===== config.mk =====
export PLATFORM = sky130hd
export DESIGN_NAME = sec_front
export DESIGN_NICKNAME = d
export VERILOG_FILES = /design/src/sec_pkg.sv /design/src/sec_front.sv
export SDC_FILE = /design/constraint.sdc
export NUM_CORES = 2
export LEC_CHECK = 0
export ABC_AREA = 1
export BUFFER_PORTS_ARGS = -buffer_cell sky130_fd_sc_hd__buf_2
export CAP_MARGIN = 10
export CORE_MARGIN = 3
export CORE_UTILIZATION = 62
export DETAILED_ROUTE_END_ITERATION = 7
export HOLD_SLACK_MARGIN = 0.03
export MAX_ROUTING_LAYER = met4
export PLACE_DENSITY = 0.8
export SKIP_CTS_REPAIR_TIMING = 1
export SYNTH_ARGS = -nofsm -noshare
export SYNTH_HDL_FRONTEND = slang
export SYNTH_SLANG_ARGS = --single-unit

===== constraint.sdc =====
create_clock -name clk -period 8.9 [get_ports clk]
set_clock_uncertainty 0.05 [all_clocks]
set_input_delay 0.445 -clock clk [delete_from_list [all_inputs] [get_ports clk]]
set_output_delay 0.445 -clock clk [all_outputs]
set_load 0.01 [all_outputs]

===== src/sec_pkg.sv =====
// Shared types and constants for the sortition eligibility check.
// Used by the front stage, the divider cells, the top level and the checker.
package sec_pkg;

  localparam int unsigned SCORE_W   = 64;
  localparam int unsigned ROUND_W   = 32;
  localparam int unsigned CFG_W     = 32;
  localparam int unsigned CFG_IDX_W = 8;
  localparam int unsigned DIV_STEPS = 64;
  localparam int unsigned SHIFT_W   = 6;

  localparam logic [CFG_IDX_W-1:0] CFG_ACT_CNT              = 8'd0;
  localparam logic [CFG_IDX_W-1:0] CFG_EXPECTED_NUMERATOR   = 8'd1;
  localparam logic [CFG_IDX_W-1:0] CFG_EXPECTED_DENOMINATOR = 8'd2;

  typedef struct packed {
    logic [SCORE_W-1:0] score_head;
    logic [ROUND_W-1:0] round_number;
  } in_beat_t;

  typedef struct packed {
    logic               eligible;
    logic [SCORE_W-1:0] threshold;
  } out_beat_t;

  typedef struct packed {
    logic [CFG_W-1:0] act_cnt;
    logic [CFG_W-1:0] expected_numerator;
    logic [CFG_W-1:0] expected_denominator;
  } cfg_regs_t;

  typedef struct packed {
    logic               act_zero;
    logic               sat;
    logic               n_zero;
    logic [SCORE_W-1:0] score;
    logic [SCORE_W-1:0] d;
    logic [SCORE_W-1:0] rem;
    logic [SCORE_W-1:0] lo;
    logic [SCORE_W-1:0] q;
  } div_word_t;

endpackage


===== src/sec_front.sv =====
// Front stages: round cap, numerator shift, denominator product, then
// saturation flags and the 128-bit dividend split. Depends on sec_pkg.
module sec_front #(
  parameter int unsigned ROUND_SHIFT_CAP = 32
) (
  input  logic                clk,
  input  logic                rst_n,
  input  logic                en,
  input  logic                in_valid,
  input  sec_pkg::in_beat_t   in_beat,
  input  sec_pkg::cfg_regs_t  cfg,
  output logic                out_valid,
  output sec_pkg::div_word_t  out_word
);

  localparam logic [sec_pkg::SHIFT_W-1:0] CAP_SH = sec_pkg::SHIFT_W'(ROUND_SHIFT_CAP);

  logic                          a_valid_r;
  logic                          a_act_zero_r;
  logic [sec_pkg::SCORE_W-1:0]   a_score_r;
  logic [sec_pkg::SCORE_W-1:0]   a_n_r;
  logic [sec_pkg::SCORE_W-1:0]   a_d_r;
  logic                          b_valid_r;
  sec_pkg::div_word_t            b_word_r;

  logic [sec_pkg::SHIFT_W-1:0]   shift_amt;
  logic [sec_pkg::CFG_W-1:0]     den_fix;
  logic [sec_pkg::SCORE_W-1:0]   a_n_nxt;
  logic [sec_pkg::SCORE_W-1:0]   a_d_nxt;
  sec_pkg::div_word_t            b_word_nxt;

  always_comb begin
    shift_amt = (in_beat.round_number < sec_pkg::ROUND_W'(ROUND_SHIFT_CAP)) ?
                in_beat.round_number[sec_pkg::SHIFT_W-1:0] : CAP_SH;
    den_fix   = (cfg.expected_denominator == '0) ? sec_pkg::CFG_W'(1)
                                                 : cfg.expected_denominator;
    a_n_nxt   = sec_pkg::SCORE_W'(cfg.expected_numerator) << shift_amt;
    a_d_nxt   = sec_pkg::SCORE_W'(den_fix) * sec_pkg::SCORE_W'(cfg.act_cnt);
  end

  always_ff @(posedge clk) begin
    if (!rst_n) begin
      a_valid_r <= 1'b0;
    end else if (en) begin
      a_valid_r <= in_valid;
    end
  end

  always_ff @(posedge clk) begin
    if (en) begin
      a_act_zero_r <= (cfg.act_cnt == '0);
      a_score_r    <= in_beat.score_head;
      a_n_r        <= a_n_nxt;
      a_d_r        <= a_d_nxt;
    end
  end

  always_comb begin
    b_word_nxt.act_zero = a_act_zero_r;
    b_word_nxt.sat      = (a_n_r >= a_d_r);
    b_word_nxt.n_zero   = (a_n_r == '0);
    b_word_nxt.score    = a_score_r;
    b_word_nxt.d        = a_d_r;
    b_word_nxt.rem      = a_n_r - sec_pkg::SCORE_W'(1);
    b_word_nxt.lo       = '0 - a_n_r;
    b_word_nxt.q        = '0;
  end

  always_ff @(posedge clk) begin
    if (!rst_n) begin
      b_valid_r <= 1'b0;
    end else if (en) begin
      b_valid_r <= a_valid_r;
    end
  end

  always_ff @(posedge clk) begin
    if (en) begin
      b_word_r <= b_word_nxt;
    end
  end

  assign out_valid = b_valid_r;
  assign out_word  = b_word_r;

endmodule


==> flow_summary.toml <==
[placement]
post-place-ws_ns = 0.670
numPortBuffers = 455
gp_congestion = 1.04
place_hpwl_um = 145000

[logic_synthesis]
postSynthAreaPerCell_um2 = 8.60
synth.distinct_cells = 47
synthFlopType = "edfxtp_1"
ys_async_sr_fraction_pct = 0
synth_xor_area_share_pct = 1.71
syn_area_um2 = 55700
synth_compound_area_share_pct = 2.71
synth_mux_area_share_pct = 0
seq_area_frac_synth_pct = 24.4
syn_inst = 6476
synth_seq_cells = 454
ys_warn_count = 0
synthSimpleGateAreaFrac_pct = 16.4
synth-edff-count = 452
synth_top_family_by_area = "adder cells"
synthAdderAreaFrac_pct = 39.6

[cells_and_area]
nets = 8227
final_common_cell = "inv_1"
drive_gt1_share_pct = 8.84
layout_common_cells = "inv_1 (1822), nand2_1 (1506), fa_1 (896)"
fin_util_pct = 68.4
area_delta_synth_final_pct = 9.08

[outcome]
status = "finished clean"

[critical_path]
setup.worst_path.start_class = "primary input"
endpoint_kind = "flip-flop"
cp.required_ns = 9.23
worst-path-max-fanout = 33
critPathArrivalTime_ns = 8.06
ff2ff_setup_slack_ns = 5.81
crit_type = "in2reg"

[global_routing]
first_global_vias = 46000
groute.usage.overall_pct = 39.8
grt_first_pass_wirelength_um = 270000
antenna_found_initial = 11
grt_overflow = 0
grt_max_degree = 196

[sta]
relSlewSlack_pct = 30.8
hold_viol = 0
fin_crit_sh_pct = 86.9
rsz0062_at_grt = "no"
worst_slack_ns = 1.16
finalCriticalPeriod_ns = 7.74
final-setup-viol-count = 0
fin_tns_setup_ns = 0
max_freq_mhz = 129
drv_slew = 0
worst_pin_slew_ns = 1.03

[detailed_routing]
ant_nets = 0
wl_per_cell_um = 22.5
vias_per_cell = 5.61
first_pass_iters = 7
drc_errors = 0
vias = 45000
drtIter0Drc = 4664
finalWirelength_um = 181000

[die]
fp.dieH_um = 306
start_util_pct = 62.7
num_rows = 109
die_x_um = 306
core-area_um2 = 88800
dieArea_um2 = 93400
ioPinCount = 520

[clocking]
clock_sinks = 454
clock_latency_ns = 0.63
cts_buffers = 45
path_clk_slew_ns = 0.06
cts_tree = "done"
htree_levels = 2
clockBufferDepth = 3
root_buffer = "clkbuf_16"

[min_path]
hold_path.class = "in2reg"

[job]
drv_cap = 0
-- flip-flops by register name (all words and copies together), names as in the netlist --
| name | cells |
|---|---|
| a_act_zero_r | 1 |
| a_d_r | 64 |
| a_n_r | 64 |
| a_score_r | 64 |
| a_valid_r | 1 |
| out_valid | 1 |
| out_word | 259 |
-- layout make-up --
type / instances / area [µm²]
Tap cell: 1165 / 1460
Sequential cell: 454 / 13600
Inverter: 1826 / 6850
Fill cell: 7061 / 28000
Antenna cell: 12 / 30.0
Multi-Input combinational cell: 3908 / 33900
Clock inverter: 33 / 372
Clock buffer: 50 / 1170
Timing Repair Buffer: 572 / 3350
-- final timing paths --
check / to / cells past startpoint / startpoint
max reg2reg: out_word[190]$_DFFE_PP_ / 9 / a_n_r[0]$_SDFFCE_PP0P_
min: a_valid_r$_SDFFE_PN0P_ / 3 / in_valid
max: a_d_r[60]$_DFFE_PP_ / 28 / cfg[16]
min reg2reg: out_word[271]$_DFFE_PP_ / 0 / a_score_r[15]$_DFFE_PP_
-- kinds of logic after synthesis --
group,count (synthesis)
xor+xnor,109
fa+ha+maj,1224
other cells,1
flops,454
simple gates,2249
buf+inv,2177
compound gates,262
-- critical path, stage by stage --
cell     delay (ns)
buf_2          0.67
nor4_1         0.09
nand4_1        0.23
nor2_1         0.08
nor2_2         0.10
buf_4          0.33
nor2_1         0.10
fa_1           0.44
ha_1           0.23
fa_1           0.46
ha_1           0.22
fa_1           0.52
inv_1          0.07
fa_1           0.53
inv_1          0.05
fa_1           0.49
fa_1           0.42
ha_1           0.37
nand2_1        0.11
nor2_1         0.26
inv_1          0.16
nor3_1         0.15
inv_1          0.06
o21ai_0        0.81
a21o_1         0.31
nand3_1        0.16
nand3_1        0.11
nand2_1        0.05
-- routing by layer --
metal / vias up / GRT usage, % / share of wire [%]
li1: 19500 / - / -
met1: 22100 / 48.1 / 36
met2: 2718 / 64.4 / 48
met3: 666 / 5.72 / 9.1
met4: 0 / 22.9 / 7.2
met5: - / - / 0
-- cells in the mapped netlist, types with 4 or more instances --
cell type	count	area [µm²]
inv_1	1822	6840
nand2_1	1508	5660
fa_1	896	17900
edfxtp_1	452	13600
ha_1	328	4100
nor2_1	328	1230
nand3_1	283	1420
clkbuf_1	268	1010
a21oi_1	110	551
o21ai_0	67	335
buf_4	64	480
xor2_1	64	561
xnor2_1	45	394
nor3_1	44	220
nand4_1	33	206
nor4_1	27	169
buf_2	15	75.1
a21o_1	14	105
o21a_1	13	97.6
a31oi_1	11	68.8
o211ai_1	9	67.6
o21bai_1	9	67.6
o21ai_1	6	30.0
a21boi_0	5	37.5
nor2_2	5	31.3
o2111ai_1	5	43.8
buf_1	4	15.0
inv_2	4	15.0
nor2_4	4	45.0
o221ai_1	4	35.0
o31ai_1	4	30.0
-- stage by stage --
step / area (µm²) / hold slack, ns / std cells
after CTS: 60100 / -0.0527 / 7945
after floorplan: 55900 / 0.350 / 6539
final: 60700 / 0.0644 / 8020
after global placement: 58500 / 0.351 / 7862
after detailed placement: 58500 / 0.355 / 7862
after global routing: 60700 / 0.0699 / 8018
Power is not shown: default switching activity piles up to over one toggle a cycle in this logic, so the estimate is an artifact.
