<file path="src/sec_pkg.sv">
// Shared types and constants for the sortition eligibility check.
// Used by the front stage, the divider cells, the top level and the checker.
package sec_pkg;

  localparam int unsigned SCORE_W   = 64;
  localparam int unsigned ROUND_W   = 32;
  localparam int unsigned CFG_W     = 32;
  localparam int unsigned CFG_IDX_W = 8;
  localparam int unsigned DIV_STEPS = 64;
  localparam int unsigned SHIFT_W   = 6;

  localparam logic [CFG_IDX_W-1:0] CFG_ACT_CNT              = 8'd0;
  localparam logic [CFG_IDX_W-1:0] CFG_EXPECTED_NUMERATOR   = 8'd1;
  localparam logic [CFG_IDX_W-1:0] CFG_EXPECTED_DENOMINATOR = 8'd2;

  typedef struct packed {
    logic [SCORE_W-1:0] score_head;
    logic [ROUND_W-1:0] round_number;
  } in_beat_t;

  typedef struct packed {
    logic               eligible;
    logic [SCORE_W-1:0] threshold;
  } out_beat_t;

  typedef struct packed {
    logic [CFG_W-1:0] act_cnt;
    logic [CFG_W-1:0] expected_numerator;
    logic [CFG_W-1:0] expected_denominator;
  } cfg_regs_t;

  typedef struct packed {
    logic               act_zero;
    logic               sat;
    logic               n_zero;
    logic [SCORE_W-1:0] score;
    logic [SCORE_W-1:0] d;
    logic [SCORE_W-1:0] rem;
    logic [SCORE_W-1:0] lo;
    logic [SCORE_W-1:0] q;
  } div_word_t;

endpackage

</file>
<file path="src/sec_div_cell.sv">
// One restoring-division cell: develops one quotient bit per beat.
// Depends on sec_pkg.
module sec_div_cell (
  input  logic                clk,
  input  logic                rst_n,
  input  logic                en,
  input  logic                in_valid,
  input  sec_pkg::div_word_t  in_word,
  output logic                out_valid,
  output sec_pkg::div_word_t  out_word
);

  logic                        valid_r;
  sec_pkg::div_word_t          word_r;
  sec_pkg::div_word_t          word_nxt;
  logic [sec_pkg::SCORE_W-1:0] rem_sh;
  logic                        take;

  always_comb begin
    rem_sh   = {in_word.rem[sec_pkg::SCORE_W-2:0], in_word.lo[sec_pkg::SCORE_W-1]};
    take     = in_word.rem[sec_pkg::SCORE_W-1] || (rem_sh >= in_word.d);
    word_nxt = in_word;
    word_nxt.rem = take ? (rem_sh - in_word.d) : rem_sh;
    word_nxt.lo  = {in_word.lo[sec_pkg::SCORE_W-2:0], 1'b0};
    word_nxt.q   = {in_word.q[sec_pkg::SCORE_W-2:0], take};
  end

  always_ff @(posedge clk) begin
    if (!rst_n) begin
      valid_r <= 1'b0;
    end else if (en) begin
      valid_r <= in_valid;
    end
  end

  always_ff @(posedge clk) begin
    if (en) begin
      word_r <= word_nxt;
    end
  end

  assign out_valid = valid_r;
  assign out_word  = word_r;

endmodule

</file>
<file path="config.mk">
export PLATFORM = sky130hd
export DESIGN_NAME = sec_div_cell
export DESIGN_NICKNAME = d
export VERILOG_FILES = /design/src/sec_pkg.sv /design/src/sec_div_cell.sv
export SDC_FILE = /design/constraint.sdc
export NUM_CORES = 1
export LEC_CHECK = 0
export BUFFER_PORTS_ARGS = -buffer_cell sky130_fd_sc_hd__buf_2
export CAP_MARGIN = 20
export CELL_PAD_IN_SITES_DETAIL_PLACEMENT = 0
export CELL_PAD_IN_SITES_GLOBAL_PLACEMENT = 1
export CORE_AREA = 4 4 248 250
export DETAILED_ROUTE_END_ITERATION = 6
export DIE_AREA = 0 0 252 254
export MAX_ROUTING_LAYER = met4
export PLACE_DENSITY = 0.6
export REMOVE_ABC_BUFFERS = 1
export SLEW_MARGIN = 15
export SYNTH_ARGS = -nofsm -noshare
export SYNTH_HDL_FRONTEND = slang
export SYNTH_SLANG_ARGS = --single-unit
</file>
<file path="constraint.sdc">
create_clock -name clk -period 5.1 [get_ports clk]
set_clock_uncertainty 0.15 [all_clocks]
set_input_delay 1.275 -clock clk [delete_from_list [all_inputs] [get_ports clk]]
set_output_delay 1.275 -clock clk [all_outputs]
set_load 0.02 [all_outputs]
</file>
==> results of run 1 <==
-- area by class of cell --
class	instances	area (um^2)	area share
Sequential cell	323	9690	0.484
Multi-Input combinational cell	634	4260	0.213
Timing Repair Buffer	666	3430	0.171
Clock buffer	46	1020	0.0512
Tap cell	773	967	0.0484
Inverter	80	300	0.0150
Clock inverter	26	284	0.0142
Antenna cell	21	52.6	0.00263
-- routing by layer --
| layer | vias to the layer above | global-route usage | part of all wire |
|---|---|---|---|
| li1 | 5380 | - | - |
| met1 | 5563 | 0.228 | 0.41 |
| met2 | 423 | 0.319 | 0.49 |
| met3 | 64 | 0.0510 | 0.078 |
| met4 | 0 | 0.0385 | 0.018 |
| met5 | - | - | 0 |
-- path summary, 6_finish.rpt --
| path | startpoint | slack (ns) | end |
|---|---|---|---|
| worst max-delay path | in_word[127] | 0.69 | out_word[190]$_DFFE_PP_ |
| worst min-delay path | out_valid$_SDFFE_PN0P_ | 0.39 | out_valid$_SDFFE_PN0P_ |
| worst max register to register | out_valid$_SDFFE_PN0P_ | 4.34 | out_valid$_SDFFE_PN0P_ |
| worst min register to register | out_valid$_SDFFE_PN0P_ | 0.39 | out_valid$_SDFFE_PN0P_ |
-- flip-flops by register name, indices dropped and copies added, names as in the netlist --
register,count
out_word,322
out_valid,1
-- per-stage QoR --
stage               utilization  hold slack [ns]  std cells  instance area [um^2]  TNS [ns]
floorplan                     -            0.439       1037                 14200    -42.21
global placement          0.316            0.344       2476                 18600         0
detailed placement        0.316            0.378       2476                 18600         0
CTS                       0.338            0.391       2548                 20000         0
global route              0.338            0.451       2559                 20000         0
finish                    0.339            0.388       2569                 20000         0
-- kinds of logic after synthesis --
family          synth area share
flops                      0.671
compound gates             0.110
simple gates              0.0756
buf+inv                   0.0335
fa+ha+maj                 0.0569
xor+xnor                  0.0364
mux                       0.0161
other cells             0.000260
-- power by group --
group | internal, W | switching (W)
registers | 0.00323 | 0.0000731
clock network | 0.00170 | 0.00118
logic | 0.000529 | 0.000992
total | 0.00546 | 0.00224
-- worst register-to-register path, stage by stage (launching register included) --
cell and delay, ns:
dfxtp_1 0.31, mux2i_1 0.14, nor2b_1 0.06
-- placed cells by master, fill, tap and decap left out, types with 21 or more instances in the layout --
cell and count:
nand2_1 52, xnor2_1 35, nand4_1 23, clkbuf_16 40, a21oi_1 119, o21ai_0 34
ha_1 64, diode_2 21, nor2_1 84, inv_1 80, a21o_1 34, buf_2 647
edfxtp_1 322, xor2_1 25
==> key figures, run 1 <==
Clock tree
  • Hold-fix buffers, CTS: 0
  • CTS tree: built
  • Post-CTS sizing: 0
  • Clk sink count: 323
  • CTS max path bufs: 3
  • Worst skew pair latency: 0.54 ns
  • Reg clk slew, reported paths: 0.06 ns
  • Post CTS Setup Buffer Count: 0
  • H-tree levels: 2
  • CTS root buf: clkbuf_16
  • CTS Buf Count: 40

Synthesis
  • Yosys warning count: 0
  • Synth top area share: 0.670
  • Post-Syn Area: 14400 um^2
  • Most numerous cell in the Yosys netlist: edfxtp_1
  • Post-synth EDFFs: around 320
  • Top cells by count, synth: 322 x edfxtp_1, 119 x a21oi_1, 84 x nor2_1, 80 x inv_1, 64 x ha_1
  • Post-synthesis sequential area ratio: 0.671
  • Leading post-synthesis cells by cell area: edfxtp_1 67%, ha_1 5.5%, a21oi_1 4.1%
  • Ys async rst share: 0
  • Synth area leader: edfxtp_1
  • Mapped Cells: 1076
  • Synth Register Bits: 323
  • Syn Area/Cell: between 10 and 15 um^2
  • Synth Flop Type: edfxtp_1
  • Number of distinct library cells after synthesis: 65

Timing
  • Final worst-path cycle share: 0.865
  • Unrepaired setup endpoints after global routing: no
  • Worst Slack Setup Final: 0.688 ns
  • Worst slew margin: 0.457
  • Max-slew violations: 0
  • Max Clk Rate: 0.227 GHz
  • Final setup fails: 0
  • Count of final hold-check violations: 0
  • Actual slew at the worst max-slew pin: 0.814 ns
  • Fin crit period: 4.41 ns

Final layout
  • Nets: 2137
  • Fill count: approximately 6.1k
  • Share of cells above drive strength 1: 0.417
  • Area delta synth->final: 38.6%

Setup path
  • CP Launch Type: input port
  • Most frequent cell on the critical path: a21oi_2
  • CP max stage delay: 0.45 ns
  • Worst path bufs/invs: 2
  • Worst EP required: 5.26 ns
  • WS Path Type: input port to flip-flop
  • CP Cell Sequence: buf_2, inv_1, ha_1, fa_1, nand2b_1, a21oi_2, o21ai_1, a22oi_2, a21oi_2, a211oi_2, o2111ai_1, a2111o_1, a2111oi_2, mux2i_1, nor2_1
  • CP arrival: 4.57 ns
  • Slowest-stage cell, CP: a2111o_1
  • Crit-path max FO: 3
  • Delay-heaviest family, CP: compound AO/OA/AOI/OAI gates
  • Crit path depth: 15
  • Worst setup EP type: flip-flop
  • Reg2Reg Depth: 2

GRT
  • Largest net degree at the start of global routing: between 90 and 100
  • Initial antenna violation count: 32
  • Vias in the first global route: 11.6k
  • GRT Resource Usage Total: 0.188
  • First-pass GRT wire length: 84.7 mm
  • Grt total ovfl: 0

Min path
  • Worst Hold Class: flip-flop to flip-flop
  • Hold Path Cell Cnt: 2

Drt
  • Iter 0 DRT Violations: 633
  • First-pass detailed-route iteration total: 5
  • Final WL: 62.3 mm
  • Routed length per instance: 24.3 um
  • Via density: 4.45
  • Vias: 11.4k
  • Residual DRC: 0
  • Post-route ant nets: 0

Place
  • Input/output buffers: 648
  • Hpwl dp: 51.5 mm
  • RePlAce Congestion: 0.943
  • Place WS: 0.0540 ns

Floorplan
  • Core area: 59000 um^2
  • I/O pins: 651
  • Die height: approximately 250 um
  • Placement Rows: 89
  • Initial Utilization: 0.245
  • Die area: 64000 um^2
  • Die W: 252 um

Power
  • Total chip power: 0.00770 W
  • Power Density: 385 nW/um^2
  • Static Leak: between 8 and 9 nW
  • Peak supply drop: roughly 0.00024 V

Job
  • Max cap viols: 0

Run status
  • Status: finished, final reports clean
Power figures use the tool's default switching activity.
==> run 2, diff against run 1 <==
CORE_AREA = 4 4 252 254   (was 4 4 248 250)
CTS_BUF_LIST = sky130_fd_sc_hd__clkbuf_8   (was not set)
DIE_AREA = 0 0 256 258   (was 0 0 252 254)
PLACE_DENSITY = 0.58   (was 0.6)
==> run 2 against run 1 <==
Total power shrank 2.9%. Cell count is 2.2% higher. Clock power is 7.6% lower. Design area barely moved. Non-clock buffer count is 2 lower. Via count up 1.0%. Global-route usage is 0.56 points lower. First-iteration DRC count grew 7.4%. Die area rose by 3.2%. Hold slack lost 0.0070 ns. Maximum frequency grew 1.6%. Sequential share of layout area about the same. Critical endpoint unchanged. Highest routed layer unchanged.
==> key figures, run 2 (synthesized netlist as in run 1, its figures left out) <==
Run status
  • Status: finished, final reports clean

Place
  • Input/output buffers: approximately 650
  • RePlAce Congestion: 0.970
  • Placed Area: 18700 um^2
  • Hpwl dp: 50.5 mm
  • Place WS: 0.0779 ns

Setup path
  • WS Path Type: input port to flip-flop
  • CP Launch Type: input port
  • Worst setup EP type: flip-flop
  • Worst EP required: between 5 and 6 ns
  • Crit-path max FO: 3
  • CP arrival: about 4.6 ns

Timing
  • Worst Slack Setup Final: 0.758 ns
  • Unrepaired setup endpoints after global routing: no
  • Max Clk Rate: 0.230 GHz
  • Max-slew violations: 0
  • Actual slew at the worst max-slew pin: just over 0.9 ns
  • Final worst-path cycle share: 0.851
  • Final setup fails: 0
  • Fin crit period: about 4.3 ns
  • Worst slew margin: 0.376
  • Count of final hold-check violations: 0

Drt
  • Residual DRC: 0
  • Iter 0 DRT Violations: 680
  • First-pass detailed-route iteration total: 5
  • Post-route ant nets: 0
  • Routed length per instance: 23.5 um
  • Final WL: 61.8 mm
  • Vias: 11.5k
  • Via density: 4.40

Floorplan
  • Die height: 258 um
  • Die area: 66000 um^2
  • Initial Utilization: 0.236
  • Core area: 61300 um^2
  • Placement Rows: 91
  • Die W: 256 um
  • I/O pins: roughly 650

Job
  • Max cap viols: 0

Final layout
  • Design area: approximately 20000 um^2
  • Nets: approximately 2.2k
  • Share of cells above drive strength 1: 0.419
  • Commonest non-fill, non-tap cell in the layout: buf_2
  • Most frequent cells in the layout: 647 x buf_2, 322 x edfxtp_1, 119 x a21oi_1
  • Area delta synth->final: 38.5%
  • Max reg flops: 322

GRT
  • Largest net degree at the start of global routing: 107
  • GRT Resource Usage Total: 0.183
  • Initial antenna violation count: 34
  • Grt total ovfl: 0
  • Vias in the first global route: 11.7k
  • First-pass GRT wire length: 86.0 mm

Min path
  • Worst Hold Class: flip-flop to flip-flop

Clock tree
  • CTS max path bufs: 3
  • Post CTS Setup Buffer Count: 0
  • CTS root buf: clkbuf_8
  • Post-CTS sizing: 0
  • CTS tree: built
  • CTS Buf Count: 61
  • Reg clk slew, reported paths: approximately 0.060 ns
  • Hold-fix buffers, CTS: 0
  • Clk sink count: 323
  • H-tree levels: 2
  • Worst skew pair latency: 0.63 ns

Power
  • Static Leak: 8.74 nW
  • Peak supply drop: 0.000201 V
  • Power Density: 374 nW/um^2
-- run 2: cell types whose count changed in the layout (fill, tap and decap cells not counted), sizes merged, moves of 2 or more --
cell	before	now
bufinv	5	7
clkinvlp	4	2
clkinv	15	29
buf	666	664
inv	82	92
clkbuf	46	62
-- run 2: final cells by class --
type                    instances  area (um^2)
fillers                      6391        41300
flip-flops and latches        323         9690
multi-input cells             634         4260
repair buffers                664         3440
well taps                     790          988
clock buffers                  62          853
clock inverters                50          400
inverters                      80          300
diodes                         22         55.1
-- run 2: worst paths after layout --
check                                       startpoint                 endpoint  slack (ns)  cells past startpoint
worst max-delay path                      in_word[127]  out_word[190]$_DFFE_PP_        0.76                     15
worst min-delay path            out_valid$_SDFFE_PN0P_   out_valid$_SDFFE_PN0P_        0.38                      2
worst max register to register  out_valid$_SDFFE_PN0P_   out_valid$_SDFFE_PN0P_        4.36                      2
worst min register to register  out_valid$_SDFFE_PN0P_   out_valid$_SDFFE_PN0P_        0.38                      2
-- run 2: per-stage QoR --
step	power, W	hold WS [ns]	util	TNS, ns	instances
after floorplan	0.00419	0.439	-	-42.21	1037
after global placement	0.00488	0.350	0.305	0	2491
after detailed placement	0.00489	0.363	0.305	0	2491
after CTS	0.00762	0.393	0.325	0	2603
after global routing	0.00785	0.433	0.326	0	2619
final	0.00748	0.381	0.326	0	2625
-- run 2: power breakdown --
| group | leakage [nW] | switching, W | internal (W) |
|---|---|---|---|
| logic | 4.91 | 0.000994 | 0.000529 |
| registers | 3.16 | 0.0000687 | 0.00323 |
| clock network | 0.671 | 0.00117 | 0.00149 |
| total | 8.74 | 0.00224 | 0.00524 |
-- run 2: per-layer routing --
metal	part of all wire	global-route usage	wire, um
met1	0.42	0.221	26100
met2	0.49	0.308	30400
met3	0.068	0.0492	4200
met4	0.017	0.0402	1080
met5	0	-	0
-- run 2: worst max-delay path: stages --
cell and delay (ns):
buf_2 0.09, inv_1 0.04, ha_1 0.21, fa_1 0.39
nand2b_1 0.19, a21oi_2 0.17, o21ai_1 0.14, a22oi_2 0.20
a21oi_2 0.12, a211oi_2 0.33, o2111ai_1 0.24, a2111o_1 0.47
a2111oi_2 0.42, mux2i_1 0.24, nor2_1 0.07
